File: src/hw/rtl/ilhp_pkg.sv
// Shared types and constants for the IPv4 / L4 header parser.
`timescale 1ns / 1ps

package ilhp_pkg;

	localparam int unsigned MAX_FRAME_BYTES = 16384;
	localparam int unsigned IDX_W = 16;
	localparam int unsigned QUEUE_DEPTH = 4;
	localparam int unsigned QPTR_W = (QUEUE_DEPTH > 1) ? $clog2(QUEUE_DEPTH) : 1;
	localparam int unsigned QCNT_W = $clog2(QUEUE_DEPTH + 1);

	localparam logic [IDX_W-1:0] ETH_HDR_BYTES = 16'd14;
	localparam logic [IDX_W-1:0] WORD_BYTES = 16'd4;
	localparam logic [IDX_W-1:0] POS_TYPE_HI = 16'd12;
	localparam logic [IDX_W-1:0] POS_TYPE_LO = 16'd13;
	localparam logic [IDX_W-1:0] POS_IHL = 16'd14;
	localparam logic [IDX_W-1:0] POS_PROTO = 16'd23;
	localparam logic [IDX_W-1:0] POS_SRC_FIRST = 16'd26;
	localparam logic [IDX_W-1:0] POS_SRC_LAST = 16'd29;
	localparam logic [IDX_W-1:0] POS_DST_FIRST = 16'd30;
	localparam logic [IDX_W-1:0] POS_DST_LAST = 16'd33;
	localparam logic [IDX_W-1:0] IP_MIN_END = 16'd34;
	localparam logic [IDX_W-1:0] TCP_HDR_BYTES = 16'd20;
	localparam logic [IDX_W-1:0] UDP_HDR_BYTES = 16'd8;
	localparam logic [IDX_W-1:0] MAX_IDX = 16'(MAX_FRAME_BYTES);
	localparam logic [3:0] MIN_WORDS = 4'd5;

	localparam logic [15:0] ETHERTYPE_IPV4 = 16'h0800;
	localparam logic [7:0] PROTO_ICMP = 8'd1;
	localparam logic [7:0] PROTO_TCP = 8'd6;
	localparam logic [7:0] PROTO_UDP = 8'd17;

	localparam logic [3:0] ST_TCP = 4'd0;
	localparam logic [3:0] ST_UDP = 4'd1;
	localparam logic [3:0] ST_ICMP = 4'd2;
	localparam logic [3:0] ST_OTHER = 4'd3;
	localparam logic [3:0] ST_SHORT = 4'd4;
	localparam logic [3:0] ST_NOT_IPV4 = 4'd5;
	localparam logic [3:0] ST_IP_TRUNC = 4'd6;
	localparam logic [3:0] ST_L4_TRUNC = 4'd7;
	localparam logic [3:0] ST_MALFORMED = 4'd8;

	typedef struct packed {
		logic [7:0] frame_byte;
		logic last_byte;
	} hdr_in_t;

	typedef struct packed {
		logic [7:0] payload_byte;
		logic end_of_frame;
		logic [31:0] src_address;
		logic [31:0] dst_address;
		logic [7:0] ip_protocol;
		logic [15:0] src_port;
		logic [15:0] dst_port;
		logic [31:0] seq_number;
		logic [31:0] ack_number;
		logic [7:0] tcp_flag_bits;
		logic [3:0] parse_status;
	} hdr_out_t;

	typedef struct packed {
		logic [IDX_W-1:0] len;
		logic [15:0] ether_kind;
		logic [3:0] header_words;
		logic [7:0] proto;
		logic [31:0] src_addr;
		logic [31:0] dst_addr;
		logic [15:0] port_src;
		logic [15:0] port_dst;
		logic [31:0] seq_value;
		logic [31:0] ack_value;
		logic [7:0] flag_value;
		logic [3:0] data_offset_words;
	} hdr_snap_t;

	typedef struct packed {
		logic has_pay;
		logic [7:0] pay_byte;
		logic has_sum;
		hdr_snap_t snap;
	} ilhp_entry_t;

endpackage

File: src/hw/rtl/ilhp_front.sv
// Front end: accepts frame bytes, captures header fields, classifies each byte.
`timescale 1ns / 1ps

module ilhp_front (
	input  logic                 clk,
	input  logic                 arst_n,
	input  logic                 byte_valid,
	input  ilhp_pkg::hdr_in_t    byte_data,
	input  logic                 q_full,
	output logic                 q_push,
	output ilhp_pkg::ilhp_entry_t q_entry,
	output logic                 byte_stall
);

	ilhp_pkg::hdr_snap_t st_q;
	ilhp_pkg::hdr_snap_t st_n;
	logic pay;
	logic accept;
	logic [ilhp_pkg::IDX_W-1:0] idx;
	logic [ilhp_pkg::IDX_W-1:0] l4;
	logic [ilhp_pkg::IDX_W-1:0] rel;
	logic [ilhp_pkg::IDX_W-1:0] doff_bytes;
	logic [7:0] b;

	assign byte_stall = q_full;
	assign accept = byte_valid && !q_full;
	assign idx = st_q.len;
	assign b = byte_data.frame_byte;
	assign l4 = ilhp_pkg::ETH_HDR_BYTES + {10'd0, st_q.header_words, 2'b00};
	assign rel = idx - l4;
	assign doff_bytes = {10'd0, st_q.data_offset_words, 2'b00};

	always_comb begin
		st_n = st_q;
		pay = 1'b0;
		if (idx < ilhp_pkg::MAX_IDX) begin
			st_n.len = idx + 16'd1;
			if (idx == ilhp_pkg::POS_TYPE_HI || idx == ilhp_pkg::POS_TYPE_LO) begin
				st_n.ether_kind = {st_q.ether_kind[7:0], b};
			end else if (idx >= ilhp_pkg::ETH_HDR_BYTES
					&& st_q.ether_kind == ilhp_pkg::ETHERTYPE_IPV4) begin
				if (idx == ilhp_pkg::POS_IHL) begin
					st_n.header_words = b[3:0];
				end else if (idx == ilhp_pkg::POS_PROTO) begin
					st_n.proto = b;
				end else if (idx >= ilhp_pkg::POS_SRC_FIRST && idx <= ilhp_pkg::POS_SRC_LAST) begin
					st_n.src_addr = {st_q.src_addr[23:0], b};
				end else if (idx >= ilhp_pkg::POS_DST_FIRST && idx <= ilhp_pkg::POS_DST_LAST) begin
					st_n.dst_addr = {st_q.dst_addr[23:0], b};
				end else if (st_q.header_words >= ilhp_pkg::MIN_WORDS && idx >= l4) begin
					if (st_q.proto == ilhp_pkg::PROTO_TCP) begin
						if (rel <= 16'd1) st_n.port_src = {st_q.port_src[7:0], b};
						else if (rel <= 16'd3) st_n.port_dst = {st_q.port_dst[7:0], b};
						else if (rel <= 16'd7) st_n.seq_value = {st_q.seq_value[23:0], b};
						else if (rel <= 16'd11) st_n.ack_value = {st_q.ack_value[23:0], b};
						else if (rel == 16'd12) st_n.data_offset_words = b[7:4];
						else if (rel == 16'd13) st_n.flag_value = b;
						else if (rel >= ilhp_pkg::TCP_HDR_BYTES
								&& st_q.data_offset_words >= ilhp_pkg::MIN_WORDS
								&& rel >= doff_bytes) pay = 1'b1;
					end else if (st_q.proto == ilhp_pkg::PROTO_UDP) begin
						if (rel <= 16'd1) st_n.port_src = {st_q.port_src[7:0], b};
						else if (rel <= 16'd3) st_n.port_dst = {st_q.port_dst[7:0], b};
						else if (rel >= ilhp_pkg::UDP_HDR_BYTES) pay = 1'b1;
					end else begin
						pay = (st_q.proto == ilhp_pkg::PROTO_ICMP);
					end
				end
			end
		end
	end

	assign q_entry.has_pay = pay;
	assign q_entry.pay_byte = b;
	assign q_entry.has_sum = byte_data.last_byte;
	assign q_entry.snap = st_n;
	assign q_push = accept && (pay || byte_data.last_byte);

	always_ff @(posedge clk or negedge arst_n) begin
		if (!arst_n) begin
			st_q <= '0;
		end else if (accept) begin
			if (byte_data.last_byte) st_q <= '0;
			else st_q <= st_n;
		end
	end

endmodule

File: src/hw/rtl/ilhp_queue.sv
// Short queue of classified bytes between front and back.
`timescale 1ns / 1ps

module ilhp_queue (
	input  logic                  clk,
	input  logic                  arst_n,
	input  logic                  push,
	input  ilhp_pkg::ilhp_entry_t push_entry,
	input  logic                  pop,
	output logic                  full,
	output logic                  not_empty,
	output ilhp_pkg::ilhp_entry_t head
);

	ilhp_pkg::ilhp_entry_t ent_q [ilhp_pkg::QUEUE_DEPTH];
	logic [ilhp_pkg::QPTR_W-1:0] wr_q;
	logic [ilhp_pkg::QPTR_W-1:0] rd_q;
	logic [ilhp_pkg::QCNT_W-1:0] cnt_q;
	logic do_push;
	logic do_pop;

	localparam logic [ilhp_pkg::QPTR_W-1:0] LAST_PTR =
		ilhp_pkg::QPTR_W'(ilhp_pkg::QUEUE_DEPTH - 1);
	localparam logic [ilhp_pkg::QCNT_W-1:0] FULL_CNT =
		ilhp_pkg::QCNT_W'(ilhp_pkg::QUEUE_DEPTH);

	assign full = (cnt_q == FULL_CNT);
	assign not_empty = (cnt_q != '0);
	assign head = ent_q[rd_q];
	assign do_push = push && !full;
	assign do_pop = pop && not_empty;

	always_ff @(posedge clk) begin
		if (do_push) ent_q[wr_q] <= push_entry;
	end

	always_ff @(posedge clk or negedge arst_n) begin
		if (!arst_n) begin
			wr_q <= '0;
			rd_q <= '0;
			cnt_q <= '0;
		end else begin
			if (do_push) wr_q <= (wr_q == LAST_PTR) ? '0 : wr_q + 1'b1;
			if (do_pop) rd_q <= (rd_q == LAST_PTR) ? '0 : rd_q + 1'b1;
			if (do_push && !do_pop) cnt_q <= cnt_q + 1'b1;
			else if (do_pop && !do_push) cnt_q <= cnt_q - 1'b1;
		end
	end

endmodule

File: src/hw/rtl/ilhp_back.sv
// Back end: judges the frame status and drives the result register.
`timescale 1ns / 1ps

module ilhp_back (
	input  logic                  clk,
	input  logic                  arst_n,
	input  logic                  q_not_empty,
	input  ilhp_pkg::ilhp_entry_t q_head,
	output logic                  q_pop,
	output logic                  result_valid,
	output ilhp_pkg::hdr_out_t    result_data,
	input  logic                  result_stall
);

	ilhp_pkg::hdr_out_t res_q;
	ilhp_pkg::hdr_out_t pay_res;
	ilhp_pkg::hdr_out_t sum_res;
	ilhp_pkg::hdr_snap_t s;
	logic res_valid_q;
	logic phase_q;
	logic load;
	logic emit_pay;
	logic ip_shown;
	logic ports_shown;
	logic tcp_shown;
	logic [3:0] status;
	logic [ilhp_pkg::IDX_W-1:0] l4;

	assign s = q_head.snap;
	assign l4 = ilhp_pkg::ETH_HDR_BYTES + {10'd0, s.header_words, 2'b00};

	always_comb begin
		ip_shown = 1'b0;
		ports_shown = 1'b0;
		tcp_shown = 1'b0;
		if (s.len < ilhp_pkg::ETH_HDR_BYTES) begin
			status = ilhp_pkg::ST_SHORT;
		end else if (s.ether_kind != ilhp_pkg::ETHERTYPE_IPV4) begin
			status = ilhp_pkg::ST_NOT_IPV4;
		end else if (s.len < ilhp_pkg::IP_MIN_END) begin
			status = ilhp_pkg::ST_IP_TRUNC;
		end else begin
			ip_shown = 1'b1;
			if (s.header_words < ilhp_pkg::MIN_WORDS) begin
				status = ilhp_pkg::ST_MALFORMED;
			end else if (s.len < l4) begin
				status = ilhp_pkg::ST_IP_TRUNC;
			end else if (s.proto == ilhp_pkg::PROTO_TCP) begin
				if (s.len < l4 + ilhp_pkg::TCP_HDR_BYTES) begin
					status = ilhp_pkg::ST_L4_TRUNC;
				end else begin
					ports_shown = 1'b1;
					tcp_shown = 1'b1;
					status = (s.data_offset_words < ilhp_pkg::MIN_WORDS) ?
						ilhp_pkg::ST_MALFORMED : ilhp_pkg::ST_TCP;
				end
			end else if (s.proto == ilhp_pkg::PROTO_UDP) begin
				if (s.len < l4 + ilhp_pkg::UDP_HDR_BYTES) begin
					status = ilhp_pkg::ST_L4_TRUNC;
				end else begin
					ports_shown = 1'b1;
					status = ilhp_pkg::ST_UDP;
				end
			end else if (s.proto == ilhp_pkg::PROTO_ICMP) begin
				status = ilhp_pkg::ST_ICMP;
			end else begin
				status = ilhp_pkg::ST_OTHER;
			end
		end
	end

	always_comb begin
		pay_res = '0;
		pay_res.payload_byte = q_head.pay_byte;
		sum_res = '0;
		sum_res.end_of_frame = 1'b1;
		sum_res.src_address = ip_shown ? s.src_addr : '0;
		sum_res.dst_address = ip_shown ? s.dst_addr : '0;
		sum_res.ip_protocol = ip_shown ? s.proto : '0;
		sum_res.src_port = ports_shown ? s.port_src : '0;
		sum_res.dst_port = ports_shown ? s.port_dst : '0;
		sum_res.seq_number = tcp_shown ? s.seq_value : '0;
		sum_res.ack_number = tcp_shown ? s.ack_value : '0;
		sum_res.tcp_flag_bits = tcp_shown ? s.flag_value : '0;
		sum_res.parse_status = status;
	end

	assign load = q_not_empty && (!res_valid_q || !result_stall);
	assign emit_pay = q_head.has_pay && !phase_q;
	assign q_pop = load && !(emit_pay && q_head.has_sum);

	always_ff @(posedge clk or negedge arst_n) begin
		if (!arst_n) begin
			res_valid_q <= 1'b0;
			phase_q <= 1'b0;
		end else begin
			if (load) res_valid_q <= 1'b1;
			else if (!result_stall) res_valid_q <= 1'b0;
			if (load) phase_q <= emit_pay && q_head.has_sum;
		end
	end

	always_ff @(posedge clk) begin
		if (load) res_q <= emit_pay ? pay_res : sum_res;
	end

	assign result_valid = res_valid_q;
	assign result_data = res_q;

endmodule

File: src/hw/rtl/ipv4_l4_header_parser_top.sv
// Top level of the Ethernet / IPv4 / TCP-UDP header parser.
// channel | dir | handshake                  | payload
// byte    | in  | byte_valid / byte_stall     | byte_data   (hdr_in_t)
// result  | out | result_valid / result_stall | result_data (hdr_out_t)
// One byte is taken every cycle unless byte_stall is high; the front registers header fields as each byte is accepted.
// A payload result passes through the queue and then the result register; a summary follows it.
// A final byte that is also payload yields two results, the payload first and then the summary.
// A four-entry queue decouples the sides; byte_stall rises only when it is full.
// Reset clears all header state and empties the queue.
`timescale 1ns / 1ps

module ipv4_l4_header_parser_top (
	input  logic               clk,
	input  logic               arst_n,
	input  logic               byte_valid,
	input  ilhp_pkg::hdr_in_t  byte_data,
	output logic               byte_stall,
	output logic               result_valid,
	output ilhp_pkg::hdr_out_t result_data,
	input  logic               result_stall
);

	ilhp_pkg::ilhp_entry_t push_entry;
	ilhp_pkg::ilhp_entry_t head;
	logic push;
	logic pop;
	logic full;
	logic not_empty;

	ilhp_front u_front (
		.clk        (clk),
		.arst_n     (arst_n),
		.byte_valid (byte_valid),
		.byte_data  (byte_data),
		.q_full     (full),
		.q_push     (push),
		.q_entry    (push_entry),
		.byte_stall (byte_stall)
	);

	ilhp_queue u_queue (
		.clk        (clk),
		.arst_n     (arst_n),
		.push       (push),
		.push_entry (push_entry),
		.pop        (pop),
		.full       (full),
		.not_empty  (not_empty),
		.head       (head)
	);

	ilhp_back u_back (
		.clk          (clk),
		.arst_n       (arst_n),
		.q_not_empty  (not_empty),
		.q_head       (head),
		.q_pop        (pop),
		.result_valid (result_valid),
		.result_data  (result_data),
		.result_stall (result_stall)
	);

endmodule

File: config.mk
export PLATFORM = sky130hd
export DESIGN_NAME = ipv4_l4_header_parser_top
export DESIGN_NICKNAME = d
export VERILOG_FILES = /design/src/hw/rtl/ilhp_pkg.sv /design/src/hw/rtl/ilhp_front.sv /design/src/hw/rtl/ilhp_queue.sv /design/src/hw/rtl/ilhp_back.sv /design/src/hw/rtl/ipv4_l4_header_parser_top.sv
export SDC_FILE = /design/constraint.sdc
export NUM_CORES = 1
export LEC_CHECK = 0
export ABC_CLOCK_PERIOD_IN_PS = 16309
export BUFFER_PORTS_ARGS = -buffer_cell sky130_fd_sc_hd__buf_4
export CORE_MARGIN = 10
export CORE_UTILIZATION = 50
export CTS_CLUSTER_DIAMETER = 60
export DETAILED_ROUTE_END_ITERATION = 6
export PLACE_DENSITY_LB_ADDON = 0.08
export SLEW_MARGIN = 5
export SYNTH_ARGS = -nofsm -noshare
export SYNTH_HDL_FRONTEND = slang
export SYNTH_SLANG_ARGS = --single-unit
File: constraint.sdc
create_clock -name clk -period 16.31 [get_ports clk]
set_clock_uncertainty 0.15 [all_clocks]
set_input_delay 0.8155 -clock clk [delete_from_list [all_inputs] [get_ports clk]]
set_output_delay 0.8155 -clock clk [all_outputs]
set_load 0.05 [all_outputs]
==> impl_metrics.toml <==
[clocking]
cts_setup_buffers = 0
cts_repair_resize_count = 0
hold_buffers = 1
clk_latency_ps = 740
cts_tree = "built"
cts_buffers = 138
path_clk_slew_ps = 60
cts_root_buf = "clkbuf_16"
ctsLongestPathBuffers = 3
clock_sinks = 1314
h-tree-depth = 4

[critical_path]
r2r-start = "u_front.st_q[180]"
crit_path_cell_trace = "inv_1 > ha_1 > ha_1 > xnor2_1 > clkinv_1 > ha_1 > a21boi_0 > o21a_1 > o21a_1 > o32ai_1 > a311oi_1 > o21a_1 > and2_4 > buf_4 > buf_4"
crit_type = "flop to flop"
startpoint = "u_front.st_q[180]"
cp_slowest_cell = "buf_4"
critPathArrivalTime_ps = 7730
slowest_delay_ps = 850
startpoint_type = "flop"
required_ps = 16510
crit_fanout = 60
cp-end-kind = "flop"

[finish]
nNetsFinal = 2998
diodes = 0
final_common_cell = "edfxtp_1"
areaGrowthSynthToFinish_pct = 14.8
post-route-util = 0.579
final_cell_mix = "edfxtp_1 (1,089), buf_4 (234), dfrtp_1 (223)"
drive_gt1_frac = 0.283
final_area_sq_um = 59100

[timing]
hold_violations = 0
timing.hold.ws_ps = 186
tightest_slew_ps = 1270
drv_slew = 0
post-route-period-util = 0.462
max_freq_mhz = 133
slew_headroom = 0.156
setup_tns_ps = 0
setup_viol = 0
layout_min_cycle_time_ps = 7530
rsz0062_at_grt = "no"

[die]
die_x_um = 341
die_y_um = 341
dieArea_sq_um = 116000
placementRows = 117
core_sq_um = 102000
pin_count = 204
start_util = 0.505

[min_path]
hold_class = "input pin to flop"
min-delay-start = "result_stall"

[grt]
grt_max_degree = 156
grt_first_pass_wirelength_mm = 172
antenna_found_initial = 2
grtUsageTotal = 0.193
grt_overflow_total = 0
first_global_vias = 27392

[outcome]
status = "complete, no violations"

[power]
p_seq_frac = 0.447
internal_power_mw = 6.65
comb_power_share = 0.227
switching_power_mw = 2.74
powerDensity_nw_per_um2 = 159
power.share.clock = 0.325
power.leakage_nw = 21.5
switching_share = 0.292
vdd_drop_max_mv = 0.121

[routing]
avgViaCountPerCell = 5.85
drtIter0Drc = 1957
wire_per_inst_um = 25.4
postRouteAntennaNets = 0
drc = 0
vias = 25879
drt_first_pass_iters = 6
finalWirelength_mm = 112

[logic_synthesis]
synth.area.top_cells = "edfxtp_1 (63%), dfrtp_1 (11%), mux4_2 (8.6%)"
synth_edf_count = 1089
postSynthAreaPerCell_sq_um = 19.1
synth_top_cell_by_area = "edfxtp_1"
ys.flop_type = "edfxtp_1"
syn_area_sq_um = 51500
synthCells = 2695
synth.distinct_cells = 69
seq_area_frac_synth = 0.744
synth_seq_cells = 1314
netlist.area_leader.share = 0.635
synthArstFlopShare = 0.171
yosysWarnings = 0
syn_nets = 2754

[placed_design]
routabilityCongestion = 0.829
post-dp-hpwl_mm = 65.8
placedInstanceArea_sq_um = 54600
portBuffers = 203

[job]
maxCapViolCount = 0
power by group through the flow:
stage,combinational (mW),sequential (mW),clock (mW)
3_3_place_gp,2.17,4.26,0
3_5_place_dp,2.18,4.28,0
5_1_grt,2.29,4.24,3.25
2_1_floorplan,1.14,4.71,0
4_1_cts,2.19,4.21,3.12
6_report,2.13,4.20,3.05
critical path: cells and delay by family (launching register included):
| family | cells | cell delay [ps] |
|---|---|---|
| flip-flops | 1 | 480 |
| buffers and inverters | 4 | 2160 |
| AND/OR/NAND/NOR | 1 | 830 |
| adder cells (fa/ha/maj) | 3 | 1020 |
| AO/OA/AOI/OAI | 6 | 1680 |
| XOR/XNOR | 1 | 630 |
state kept, by name, summed over array words and instances (netlist names), 2 cells and up:
register / flops
u_back.result_data: 189
u_front.doff_bytes: 4
u_front.idx: 16
u_front.st_q: 196
u_queue.cnt_q: 3
u_queue.ent_q: 900
u_queue.rd_q: 2
u_queue.wr_q: 2
logic make-up (layout without fill, tap and decap cells):
kind of cell	Yosys count	in the layout	share of synthesized area
adder cells (fa/ha/maj)	46	46	0.0115
AO/OA/AOI/OAI	315	315	0.0488
XOR/XNOR	25	25	0.00425
multiplexers	402	402	0.131
AND/OR/NAND/NOR	415	415	0.0471
buffers and inverters	178	536	0.0133
flip-flops	1314	1314	0.744
path summary, 6_finish.rpt:
check,end,slack [ps],cells after the start
hold reg to reg,u_front.st_q[6],340,1
hold / removal,u_back.result_valid,190,3
setup reg to reg,u_queue.ent_q[2][23],8780,15
max in group asynchronous,u_front.st_q[110],12950,4
setup / recovery,u_queue.ent_q[2][23],8780,15
min in group asynchronous,u_front.st_q[89],560,2
per-stage QoR:
step                      instances  setup slack [ps]  total power, mW
after global placement         4166              8900             6.43
after CTS                      4421              8770             9.52
after floorplan                2695              3020             5.85
after global routing           4421              8220             9.78
final                          4421              8780             9.39
after detailed placement       4166              8810             6.46
area by class of cell:
| cell class | count | area, sq um |
|---|---|---|
| Clock inverter | 59 | 517 |
| Fill cell | 7599 | 42900 |
| Tap cell | 1368 | 1710 |
| Timing Repair Buffer | 241 | 1880 |
| Multi-Input combinational cell | 1203 | 12600 |
| Inverter | 41 | 154 |
| Sequential cell | 1314 | 38300 |
| Clock buffer | 195 | 3950 |
cells in the mapped netlist (7+ instances only):
cell type,number
xor2_1,13
a22o_1,196
mux4_2,197
nor3_1,13
nand4_1,9
edfxtp_1,1089
o2bb2ai_1,8
clkbuf_1,117
a21oi_1,23
nand2_1,46
and2_1,7
a21o_1,10
nor2_1,50
buf_2,13
xnor2_1,12
nand3_1,26
dfrtp_1,225
inv_1,40
buf_1,7
mux2_2,204
nor2b_1,190
o21ai_0,30
ha_1,44
nor4_1,22
metal layers:
| metal | global-route usage | wire [um] | vias up |
|---|---|---|---|
| met5 | 0 | 11 | - |
| met1 | 0.257 | 47700 | 13676 |
| met2 | 0.322 | 56400 | 730 |
| met3 | 0.0369 | 5640 | 167 |
| li1 | - | - | 11304 |
| met4 | 0.0578 | 2690 | 2 |
No activity file was read; power rests on OpenSTA's default activity.
